$ cat src/sv/bvac_pkg.sv
// ----------------------------------------------------------------------------
// bvac_pkg
// Shared constants and types for the byte Vigenere autokey cipher block.
// ----------------------------------------------------------------------------
package bvac_pkg;

  // Key store geometry.
  localparam int KEY_MAX   = 32;
  localparam int POS_W     = $clog2(KEY_MAX);
  localparam int LEN_W     = POS_W + 1;
  localparam int BYTE_W    = 8;
  localparam int CFG_IDX_W = 3;
  localparam int CFG_DAT_W = 64;
  localparam int KEY_WORDS = 4;

  // Mode register bit meanings.
  localparam int MODE_AUTO_BIT = 0;
  localparam int MODE_DEC_BIT  = 1;

  // Configuration register indexes.
  localparam logic [CFG_IDX_W-1:0] CFG_MODE       = 3'd0;
  localparam logic [CFG_IDX_W-1:0] CFG_KEY_LENGTH = 3'd1;
  localparam logic [CFG_IDX_W-1:0] CFG_KEY_BYTES0 = 3'd2;
  localparam logic [CFG_IDX_W-1:0] CFG_KEY_BYTES1 = 3'd3;
  localparam logic [CFG_IDX_W-1:0] CFG_KEY_BYTES2 = 3'd4;
  localparam logic [CFG_IDX_W-1:0] CFG_KEY_BYTES3 = 3'd5;

  // Configuration as seen by the datapath.
  typedef struct packed {
    logic [1:0]                         mode;
    logic [LEN_W-1:0]                   eff_len;
    logic [KEY_MAX-1:0][BYTE_W-1:0]     key;
  } cfg_t;

endpackage

$ cat src/sv/byte_vigenere_autokey_cipher.sv
// Input beats are registered, then computed into the output register.
// Throughput: one byte per cycle unless the output stalls; the key position,
// first pass flag and the 32-entry plaintext ring all update in the single
// compute stage. Reset (rst_n low, synchronous): pipeline empties, key
// position goes to 0, first pass is set, registers take their reset values.
// The ring is not cleared; under a steady configuration it is only read once written in a message.
// ----------------------------------------------------------------------------
// byte_vigenere_autokey_cipher
// Byte stream Vigenere cipher modulo 256 with repeating-key and autokey modes.
// ----------------------------------------------------------------------------
module byte_vigenere_autokey_cipher (
  input  logic                              clk,
  input  logic                              rst_n,
  input  logic                              cfg_valid,
  output logic                              cfg_ready,
  input  logic [bvac_pkg::CFG_IDX_W-1:0]    cfg_index,
  input  logic [bvac_pkg::CFG_DAT_W-1:0]    cfg_data,
  input  logic                              in_valid,
  output logic                              in_ready,
  input  logic [bvac_pkg::BYTE_W-1:0]       in_byte,
  input  logic                              in_first_of_message,
  output logic                              out_valid,
  input  logic                              out_ready,
  output logic [bvac_pkg::BYTE_W-1:0]       out_byte
);
  import bvac_pkg::*;

  cfg_t                          cfg;

  logic                          s1_vld_r;
  logic [BYTE_W-1:0]             s1_byte_r;
  logic                          s1_first_r;
  logic                          out_vld_r;
  logic [BYTE_W-1:0]             out_byte_r;
  logic [POS_W-1:0]              key_pos_r;
  logic                          first_pass_r;
  logic [KEY_MAX-1:0][BYTE_W-1:0] hist_r;

  logic                          s1_adv;
  logic                          autokey;
  logic                          decrypt;
  logic [POS_W-1:0]              pos_cur;
  logic                          fp_cur;
  logic [BYTE_W-1:0]             key_k;
  logic [BYTE_W-1:0]             y;
  logic [BYTE_W-1:0]             plain;
  logic [LEN_W-1:0]              pos_inc;
  logic                          wrap;

  bvac_cfg_regs u_cfg (
    .clk       (clk),
    .rst_n     (rst_n),
    .cfg_valid (cfg_valid),
    .cfg_ready (cfg_ready),
    .cfg_index (cfg_index),
    .cfg_data  (cfg_data),
    .cfg       (cfg)
  );

  // Handshake: the compute stage moves whenever the output register frees.
  assign s1_adv   = s1_vld_r && (!out_vld_r || out_ready);
  assign in_ready = !s1_vld_r || s1_adv;

  // Input register.
  always_ff @(posedge clk) begin
    if (!rst_n) begin
      s1_vld_r <= 1'b0;
    end else if (in_ready) begin
      s1_vld_r <= in_valid;
    end
  end

  always_ff @(posedge clk) begin
    if (in_valid && in_ready) begin
      s1_byte_r  <= in_byte;
      s1_first_r <= in_first_of_message;
    end
  end

  // Key selection and the modulo-256 add or subtract.
  always_comb begin
    autokey = cfg.mode[MODE_AUTO_BIT];
    decrypt = cfg.mode[MODE_DEC_BIT];
    pos_cur = s1_first_r ? '0 : key_pos_r;
    fp_cur  = s1_first_r ? 1'b1 : first_pass_r;
    if (autokey && !fp_cur) begin
      key_k = hist_r[pos_cur];
    end else begin
      key_k = cfg.key[pos_cur];
    end
    y       = decrypt ? (s1_byte_r - key_k) : (s1_byte_r + key_k);
    plain   = decrypt ? y : s1_byte_r;
    pos_inc = {1'b0, pos_cur} + LEN_W'(1);
    wrap    = (pos_inc >= cfg.eff_len);
  end

  // Key position, first pass flag and output register.
  always_ff @(posedge clk) begin
    if (!rst_n) begin
      key_pos_r    <= '0;
      first_pass_r <= 1'b1;
      out_vld_r    <= 1'b0;
    end else begin
      if (s1_adv) begin
        key_pos_r    <= wrap ? '0 : pos_inc[POS_W-1:0];
        first_pass_r <= (wrap && autokey) ? 1'b0 : fp_cur;
        out_vld_r    <= 1'b1;
      end else if (out_ready) begin
        out_vld_r    <= 1'b0;
      end
    end
  end

  always_ff @(posedge clk) begin
    if (s1_adv) begin
      out_byte_r <= y;
    end
  end

  // Plaintext ring, written only in autokey modes.
  always_ff @(posedge clk) begin
    if (s1_adv && autokey) begin
      hist_r[pos_cur] <= plain;
    end
  end

  assign out_valid = out_vld_r;
  assign out_byte  = out_byte_r;

endmodule

$ cat src/sv/bvac_cfg_regs.sv
// ----------------------------------------------------------------------------
// bvac_cfg_regs
// Configuration register file: mode, clamped key length and the key bytes.
// ----------------------------------------------------------------------------
module bvac_cfg_regs (
  input  logic                              clk,
  input  logic                              rst_n,
  input  logic                              cfg_valid,
  output logic                              cfg_ready,
  input  logic [bvac_pkg::CFG_IDX_W-1:0]    cfg_index,
  input  logic [bvac_pkg::CFG_DAT_W-1:0]    cfg_data,
  output bvac_pkg::cfg_t                    cfg
);
  import bvac_pkg::*;

  logic [1:0]                            mode_r;
  logic [LEN_W-1:0]                      eff_len_r;
  logic [KEY_WORDS-1:0][CFG_DAT_W-1:0]   key_r;
  logic [LEN_W-1:0]                      len_in;
  logic                                  wr_en;

  // Writes are always taken.
  assign cfg_ready = 1'b1;
  assign wr_en     = cfg_valid && cfg_ready;

  // Clamp the key length into 1..KEY_MAX as it is written.
  always_comb begin
    len_in = cfg_data[LEN_W-1:0];
    if (len_in == '0) begin
      len_in = LEN_W'(1);
    end else if (len_in > LEN_W'(KEY_MAX)) begin
      len_in = LEN_W'(KEY_MAX);
    end
  end

  // Register writes; indexes past the list are ignored.
  always_ff @(posedge clk) begin
    if (!rst_n) begin
      mode_r    <= '0;
      eff_len_r <= LEN_W'(1);
      key_r     <= '0;
    end else if (wr_en) begin
      case (cfg_index)
        CFG_MODE:       mode_r    <= cfg_data[1:0];
        CFG_KEY_LENGTH: eff_len_r <= len_in;
        CFG_KEY_BYTES0: key_r[0]  <= cfg_data;
        CFG_KEY_BYTES1: key_r[1]  <= cfg_data;
        CFG_KEY_BYTES2: key_r[2]  <= cfg_data;
        CFG_KEY_BYTES3: key_r[3]  <= cfg_data;
        default: ;
      endcase
    end
  end

  assign cfg.mode    = mode_r;
  assign cfg.eff_len = eff_len_r;
  assign cfg.key     = key_r;

endmodule

$ cat config.mk
export PLATFORM = sky130hd
export DESIGN_NAME = byte_vigenere_autokey_cipher
export DESIGN_NICKNAME = d
export VERILOG_FILES = /design/src/sv/bvac_pkg.sv /design/src/sv/byte_vigenere_autokey_cipher.sv /design/src/sv/bvac_cfg_regs.sv
export SDC_FILE = /design/constraint.sdc
export NUM_CORES = 1
export LEC_CHECK = 0
export ABC_AREA = 1
export BUFFER_PORTS_ARGS = -buffer_cell sky130_fd_sc_hd__buf_2
export CORE_MARGIN = 5
export CORE_UTILIZATION = 40
export CTS_CLUSTER_SIZE = 14
export DETAILED_ROUTE_END_ITERATION = 6
export GPL_TIMING_DRIVEN = 0
export SYNTH_ARGS = -nofsm -noshare
export SYNTH_HDL_FRONTEND = slang
export SYNTH_SLANG_ARGS = --single-unit
$ cat constraint.sdc
create_clock -name clk -period 5.5 [get_ports clk]
set_input_delay 0.825 -clock clk [delete_from_list [all_inputs] [get_ports clk]]
set_output_delay 0.825 -clock clk [all_outputs]
set_load 0.05 [all_outputs]
After elaboration in Yosys (flattened, before gate mapping)
Index checks and enable logic that the tools add are counted.
{"block": "totals", "ff_bits": 545, "in_bits": 81, "elab_cells": 95}
{"block": "op_classes", "eq_ne": 5, "n_addsub": 3, "magnitude_cmp": 4, "reduce_logical": 20, "muxes": 18}
{"cell": "$bwmux W256", "n": 1}
{"cell": "$bmux W8 S5", "n": 2}
{"cell": "$mux W8", "n": 6}
{"cell": "$demux W8 S5", "n": 1}
{"cell": "$mux W6", "n": 2}
{"cell": "$reduce_and A2 Y1", "n": 6}
{"cell": "$mux W5", "n": 2}
{"cell": "$add A8 B8 Y8", "n": 1}
{"cell": "$sub A8 B8 Y8", "n": 1}
{"cell": "$add A5 B1 Y6 const B", "n": 1}
{"cell": "$eq A3 B2 Y1 const B", "n": 2}
{"cell": "$eq A3 B3 Y1 const B", "n": 2}
{"cell": "$ge A6 B6 Y1", "n": 1}
{"cell": "$gt A6 B6 Y1 const B", "n": 1}
{"cell": "$logic_and A1 B1 Y1", "n": 6}
{"cell": "$logic_not A6 Y1", "n": 1}
{"cell": "$lt A5 B6 Y1 const B", "n": 1}
{"cell": "$ge A5 B1 Y1 const B", "n": 1}
{"cell": "$mux W1", "n": 4}
{"cell": "$eq A3 B1 Y1 const B", "n": 1}
{"cell": "$logic_not A1 Y1", "n": 3}
{"cell": "$logic_not A3 Y1", "n": 1}
{"cell": "$logic_or A1 B1 Y1", "n": 2}
{"cell": "$reduce_bool A2 Y1", "n": 1}

Logic depth before layout (Yosys ltp)
{"block": "depth", "depth_word": 8, "ltp_mapped": 30, "depth_no_buf": 28}

Modules after synthesis
Synthesis repeated with hierarchy kept, for this count alone.
{"block": "unflattened", "hier_cells": 3015, "area_unflattened_um2": 24453.5}
{"module": "byte_vigenere_autokey_cipher", "area_per_inst_um2": 15328.5, "instances": 1, "cells_each": 1852, "seq_area_each_um2": 8358.0}
{"module": "bvac_cfg_regs", "area_per_inst_um2": 9125.0, "instances": 1, "cells_each": 1163, "seq_area_each_um2": 5285.1}

Worst setup path before layout
Ideal clock, no wire load.
{"block": "synth_path", "path_type": "reg2reg", "from": "register s1_first_r", "to": "register hist_r[105] (netlist name) (data pin)", "path_stages_with_launch": 17, "slack_ns": 1.087, "required_time_ns": 5.046, "path_buffers": 0, "setup_time_ns": 0.454, "t_arrival_ns": 3.959, "path_cell_list": "edfxtp_1 > inv_2 > nand2_1 > inv_1 > nand2_1 > nor2_1 > inv_1 > a21oi_1 > nor2_1 > nand3_1 > nand2_1 > ha_1 > or2_2 > o21ai_0 > inv_1 > fa_1 > o21ai_0"}
{"block": "synth_via", "elab_chain_len": 8}
{"item": "from (decl)", "line_no": "byte_vigenere_autokey_cipher.sv:32", "text": "logic s1_first_r;"}
{"item": "from (signal assigned)", "line_no": "byte_vigenere_autokey_cipher.sv:76", "text": "s1_first_r <= in_first_of_message;"}
{"item": "$mux W5 or $mux W1 (tied branches)", "line_no": "byte_vigenere_autokey_cipher.sv:84, byte_vigenere_autokey_cipher.sv:85"}
{"item": "$bmux W8 S5, or another cell as far along", "line_no": "byte_vigenere_autokey_cipher.sv:89", "text": "key_k = cfg.key[pos_cur];"}
{"item": "$mux W8 (implied by the code), or another cell as far along", "line_no": "byte_vigenere_autokey_cipher.sv:89"}
{"item": "$mux W8 (*)", "line_no": "byte_vigenere_autokey_cipher.sv:86", "text": "if (autokey && !fp_cur) begin"}
{"item": "$add A8 B8 Y8 or $sub A8 B8 Y8 (tied branches)", "line_no": "byte_vigenere_autokey_cipher.sv:91", "text": "y = decrypt ? (s1_byte_r - key_k) : (s1_byte_r + key_k);"}
{"item": "$mux W8 (*)", "line_no": "byte_vigenere_autokey_cipher.sv:91"}
{"item": "$mux W8 (*)", "line_no": "byte_vigenere_autokey_cipher.sv:92", "text": "plain = decrypt ? y : s1_byte_r;"}
{"item": "named net plain[1]", "line_no": "byte_vigenere_autokey_cipher.sv:46", "text": "logic [BYTE_W-1:0] plain;"}
{"item": "$bwmux W256 (*)", "line_no": "byte_vigenere_autokey_cipher.sv:123", "text": "hist_r[pos_cur] <= plain;"}
{"item": "to (signal, indexed assignment)", "line_no": "byte_vigenere_autokey_cipher.sv:123"}
{"item": "to (decl)", "line_no": "byte_vigenere_autokey_cipher.sv:37", "text": "logic [KEY_MAX-1:0][BYTE_W-1:0] hist_r;"}
The timed path passes the listed nets; every way through them passes the cells marked *. The select of a mux whose other input is x is not followed.
A chain may end at the register's enable or synchronous reset.

Worst setup path after layout
{"block": "layout_path", "from": "register s1_first_r", "to": "register hist_r[91] (netlist name) (data pin)"}
{"block": "layout_via", "elab_chain_len": 8}
{"item": "$mux W5 or $mux W1 (tied branches)", "line_no": "byte_vigenere_autokey_cipher.sv:84, byte_vigenere_autokey_cipher.sv:85"}
{"item": "$bmux W8 S5, or another cell as far along", "line_no": "byte_vigenere_autokey_cipher.sv:89"}
{"item": "$mux W8 (implied by the code), or another cell as far along", "line_no": "byte_vigenere_autokey_cipher.sv:89"}
{"item": "$mux W8 (*)", "line_no": "byte_vigenere_autokey_cipher.sv:86"}
{"item": "$add A8 B8 Y8 or $sub A8 B8 Y8 (tied branches)", "line_no": "byte_vigenere_autokey_cipher.sv:91"}
{"item": "$mux W8 (*)", "line_no": "byte_vigenere_autokey_cipher.sv:91"}
{"item": "named net y[3]", "line_no": "byte_vigenere_autokey_cipher.sv:45", "text": "logic [BYTE_W-1:0] y;"}
{"item": "$mux W8 (*)", "line_no": "byte_vigenere_autokey_cipher.sv:92"}
{"item": "named net plain[3]", "line_no": "byte_vigenere_autokey_cipher.sv:46"}
{"item": "$bwmux W256 (*)", "line_no": "byte_vigenere_autokey_cipher.sv:123"}
Marked as above.

==> summary.md <==
| Metric | Value |
|---|---|
| Commonest cells after routing, fill and taps aside | nand2_1 (551), nor2_1 (478), o21ai_0 (327), inv_1 (313), nand3_1 (299) |
| Switching power total | 2220 uW |
| Clk sink count | 545 |
| Worst EP required | 5.74 ns |
| YS warnings | 0 |
| Pins over their slew limit | 0 |
| Net count, final | 3219 |
| Kind of launch point of the worst setup path | flip-flop |
| R2R Path End | hist_r[91]$_DFFE_PP_ |
| Final core utilization | 45.9% |
| Sequential cell area in the final layout | 13600 um^2 |
| Final setup vio count | 0 |
| Outcome | finished, final reports clean |
| Post-route total power | 8910 uW |
| Root Buffer Master | clkbuf_16 |
| Post-DP HPWL | 72700 um |
| Fraction of synthesized cell area taken by the top area cell type | 33.9% |
| Number of antenna-violating nets in the routed design | 0 |
| Total number of placement rows | 90 |
| Multi-input combinational cell area | 8630 um^2 |
| Clock slew at the register clock pins of the worst setup and hold paths | 0.06 ns |
| Clock tree buffer depth | 3 |
| Synthesis-to-finish area growth | 14.0% |
| Std-Cell Core Area | 60100 um^2 |
| RSZ-0062 raised after global routing | false |
| Worst vdd ir | 0.000224 V |
| Crit path time final | 5.27 ns |
| Number of antenna violations at the first check in global routing | 0 |
| Number of flip-flops and latches in the synthesized netlist | 545 |
| H-tree level count | 2 |
| Via Count | 22273 |
| Inserted Clock Buffers | 58 |
| Worst clock skew | 0.0232 ns |
| Leakage power | 0.0113 uW |
| Floorplan die height | 256 um |
| Most common library cell in the layout ignoring fill and taps | nand2_1 |
| Hold Buf Count CTS | 0 |
| Cells after Synth | 2966 |
| Pin slew with the least headroom to its limit | 1.29 ns |
| Average wire per standard cell | 25.9 um |
| Top-Level Pins | 92 |
| DIE WIDTH | 256 um |
| Clock power share | 43.0% |
| Worst Setup End Kind | flip-flop |
| Fraction of layout instances using a drive strength above 1 | 9.11% |
| Non-Filler Instances | 3945 |
| Average cell area after synthesis | 8.16 um^2 |
| Number of distinct library cell variants in the gate-level netlist after synthesis | 33 |
| Number of cells after detailed placement | 3839 |
| Internal power of the cells | 6690 uW |
| Share of synthesized area occupied by flip-flops and latches | 56.4% |
| Initial standard-cell utilization of the core | 40.2% |
| Largest area contributor in the synthesized netlist | edfxtp_1 |
| Switching share of total power | 24.9% |
| Fmax | 190 MHz |
| Worst Path Class, Setup | reg2reg |
| Detailed-route vias per instance | 5.65 |
| Top cells by area in the synthesized netlist | edfxtp_1 (34%), dfxtp_1 (23%), nand2_1 (8.7%) |
| Iteration-0 DRC count of the detailed router | 3377 |
| Total nets after synthesis | 3066 |
| Total of max-cap violations | 0 |
| Flop-to-flop setup slack | 0.23 ns |
| WL final | 102000 um |
| Total of fill cells in the finished design | 6083 |
| Source of the worst hold timing path | in_byte[2] |
| Remaining global-route overflow | 0 |
| Via count of the first global-routing pass | 20492 |
| Worst min-delay path category | in2reg |
| Worst EP arrival | 5.51 ns |
| Cell count of the worst hold path | 1 |
| Final routed DRC violation total | 0 |
| Critical-path maximum fanout | 32 |
| Total GRT Usage | 29.8% |
| Cell count of the worst reg-to-reg path | 17 |
| Area of the die | 65500 um^2 |
| Startpoint of the worst-slack reg-to-reg timing path | s1_first_r$_DFFE_PP_ |
| Part of the total power dissipated in combinational logic | 7.5% |
| Routability-driven placement congestion ratio | 1.02 |
| Ratio of total power to cell area | 323 nW/um^2 |
| Port buffer count | 89 |
| Number of diodes | 0 |
| Drt pass-1 iters | 6 |
| Netlist area before placement | 24200 um^2 |
| Pin count of the biggest net entering global routing | 33 |
| Hold violation total from the final report | 0 |
| Slew HR | 13.9% |
| Global-route wire length before repair | 143000 um |
| Worst hold path endpoint | s1_byte_r[2]$_DFFE_PP_ |
| Skew-Pair Late Insertion Delay | 0.64 ns |
| Part of the total power dissipated in sequential elements | 49.5% |
| Clock tree from TritonCTS | built |
| Final critical-path share of the clock period | 95.9% |
-- layout make-up --
class                           instances  area share, %
Buffer                                183           3.00
Clock buffer                           79           5.92
Clock inverter                         25          0.662
Inverter                              319           4.35
Multi-Input combinational cell       1919           31.3
Sequential cell                       545           49.5
Tap cell                              782           3.55
Timing Repair Buffer                   93           1.76
-- kinds of logic after synthesis --
logic type	Yosys count	synth area share [%]
xor+xnor	11	0.398
simple gates	1367	23.0
fa+ha+maj	19	1.01
other cells	1	0.0155
compound gates	521	11.0
buf+inv	502	8.20
flops	545	56.4
-- how the worst max path moves through the flow --
stage	startpoint	endpoint	slack, ns	depth (start not counted)
after global placement	s1_first_r$_DFFE_PP_	hist_r[49]$_DFFE_PP_	-2.28	14
after detailed placement	s1_first_r$_DFFE_PP_	hist_r[55]$_DFFE_PP_	-0.77	23
after global routing	s1_first_r$_DFFE_PP_	hist_r[223]$_DFFE_PP_	0.01	24
after floorplan	s1_first_r$_DFFE_PP_	hist_r[105]$_DFFE_PP_	1.09	16
final	s1_first_r$_DFFE_PP_	hist_r[91]$_DFFE_PP_	0.23	17
after CTS	s1_first_r$_DFFE_PP_	hist_r[110]$_DFFE_PP_	0.02	21
-- synthesized netlist by cell type, drive strengths merged --
cell type	number
nand3b	1
nand3	299
inv	316
xnor2	5
o21a	4
xor2	6
a211oi	1
or2	7
nor3	3
ha	18
dfxtp	272
nand4	13
o211ai	5
nor2	485
fa	1
a21boi	2
conb	1
o22ai	4
a22oi	3
clkinv	3
o21ai	336
edfxtp	273
buf	73
a21oi	166
clkbuf	110
nand2	559
-- layer usage --
| layer | share of wire [%] | global-route usage [%] |
|---|---|---|
| met3 | 11 | 5.93 |
| met2 | 43 | 45.5 |
| met1 | 39 | 39.8 |
| met5 | 0 | 0 |
| met4 | 6.9 | 17.0 |
-- worst max-delay path, cell delays in order, from the launching register on --
cell and delay, ns:
edfxtp_1 0.52, nor2_1 0.13, inv_1 0.07, nor2_2 0.56, clkinvlp_4 0.51, nand2_1 0.16, nor2_1 0.06, nand3_1 0.20
nand2_2 0.19, ha_1 0.33, or2_2 0.26, o21ai_0 0.11, ha_1 0.16, nand2_1 0.04, o21ai_1 0.25, xor2_1 0.26
nand2_1 0.08, nand2_1 0.94
-- registers in the layout (all words and copies together), names as in the netlist --
name	flops
u_cfg.mode_r	2
first_pass_r	1
u_cfg.cfg	256
key_pos_r	5
out_valid	1
s1_first_r	1
s1_byte_r	8
u_cfg.eff_len_r	6
s1_vld_r	1
out_byte	8
hist_r	256
-- stage by stage --
stage / TNS, ns / cell area [um^2] / hold WS, ns / worst slack, ns
floorplan: 0 / 24200 / 0.425 / 1.09
global placement: -220.33 / 25600 / 0.437 / -2.28
detailed placement: -101.70 / 25700 / 0.443 / -0.769
CTS: 0 / 27500 / 0.359 / 0.0188
global route: 0 / 27600 / 0.368 / 0.0114
finish: 0 / 27600 / 0.377 / 0.226
-- power by group through the flow --
stage                     logic (uW)  registers (uW)  clock network, uW
after floorplan                  332            4510                  0
final                            668            4410               3840
after global placement           633            4500                  0
after detailed placement         643            4500                  0
after global routing             714            4410               3990
after CTS                        647            4410               3830
-- what timing repair did --
| item | CTS | global route |
|---|---|---|
| pin swaps | 0 | 1 |
| endpoints found under the setup margin | 192 | 160 |
| gates resized for setup | 13 | 46 |
| buffers inserted | 0 | 2 |
No activity file was read; power rests on OpenSTA's default activity.
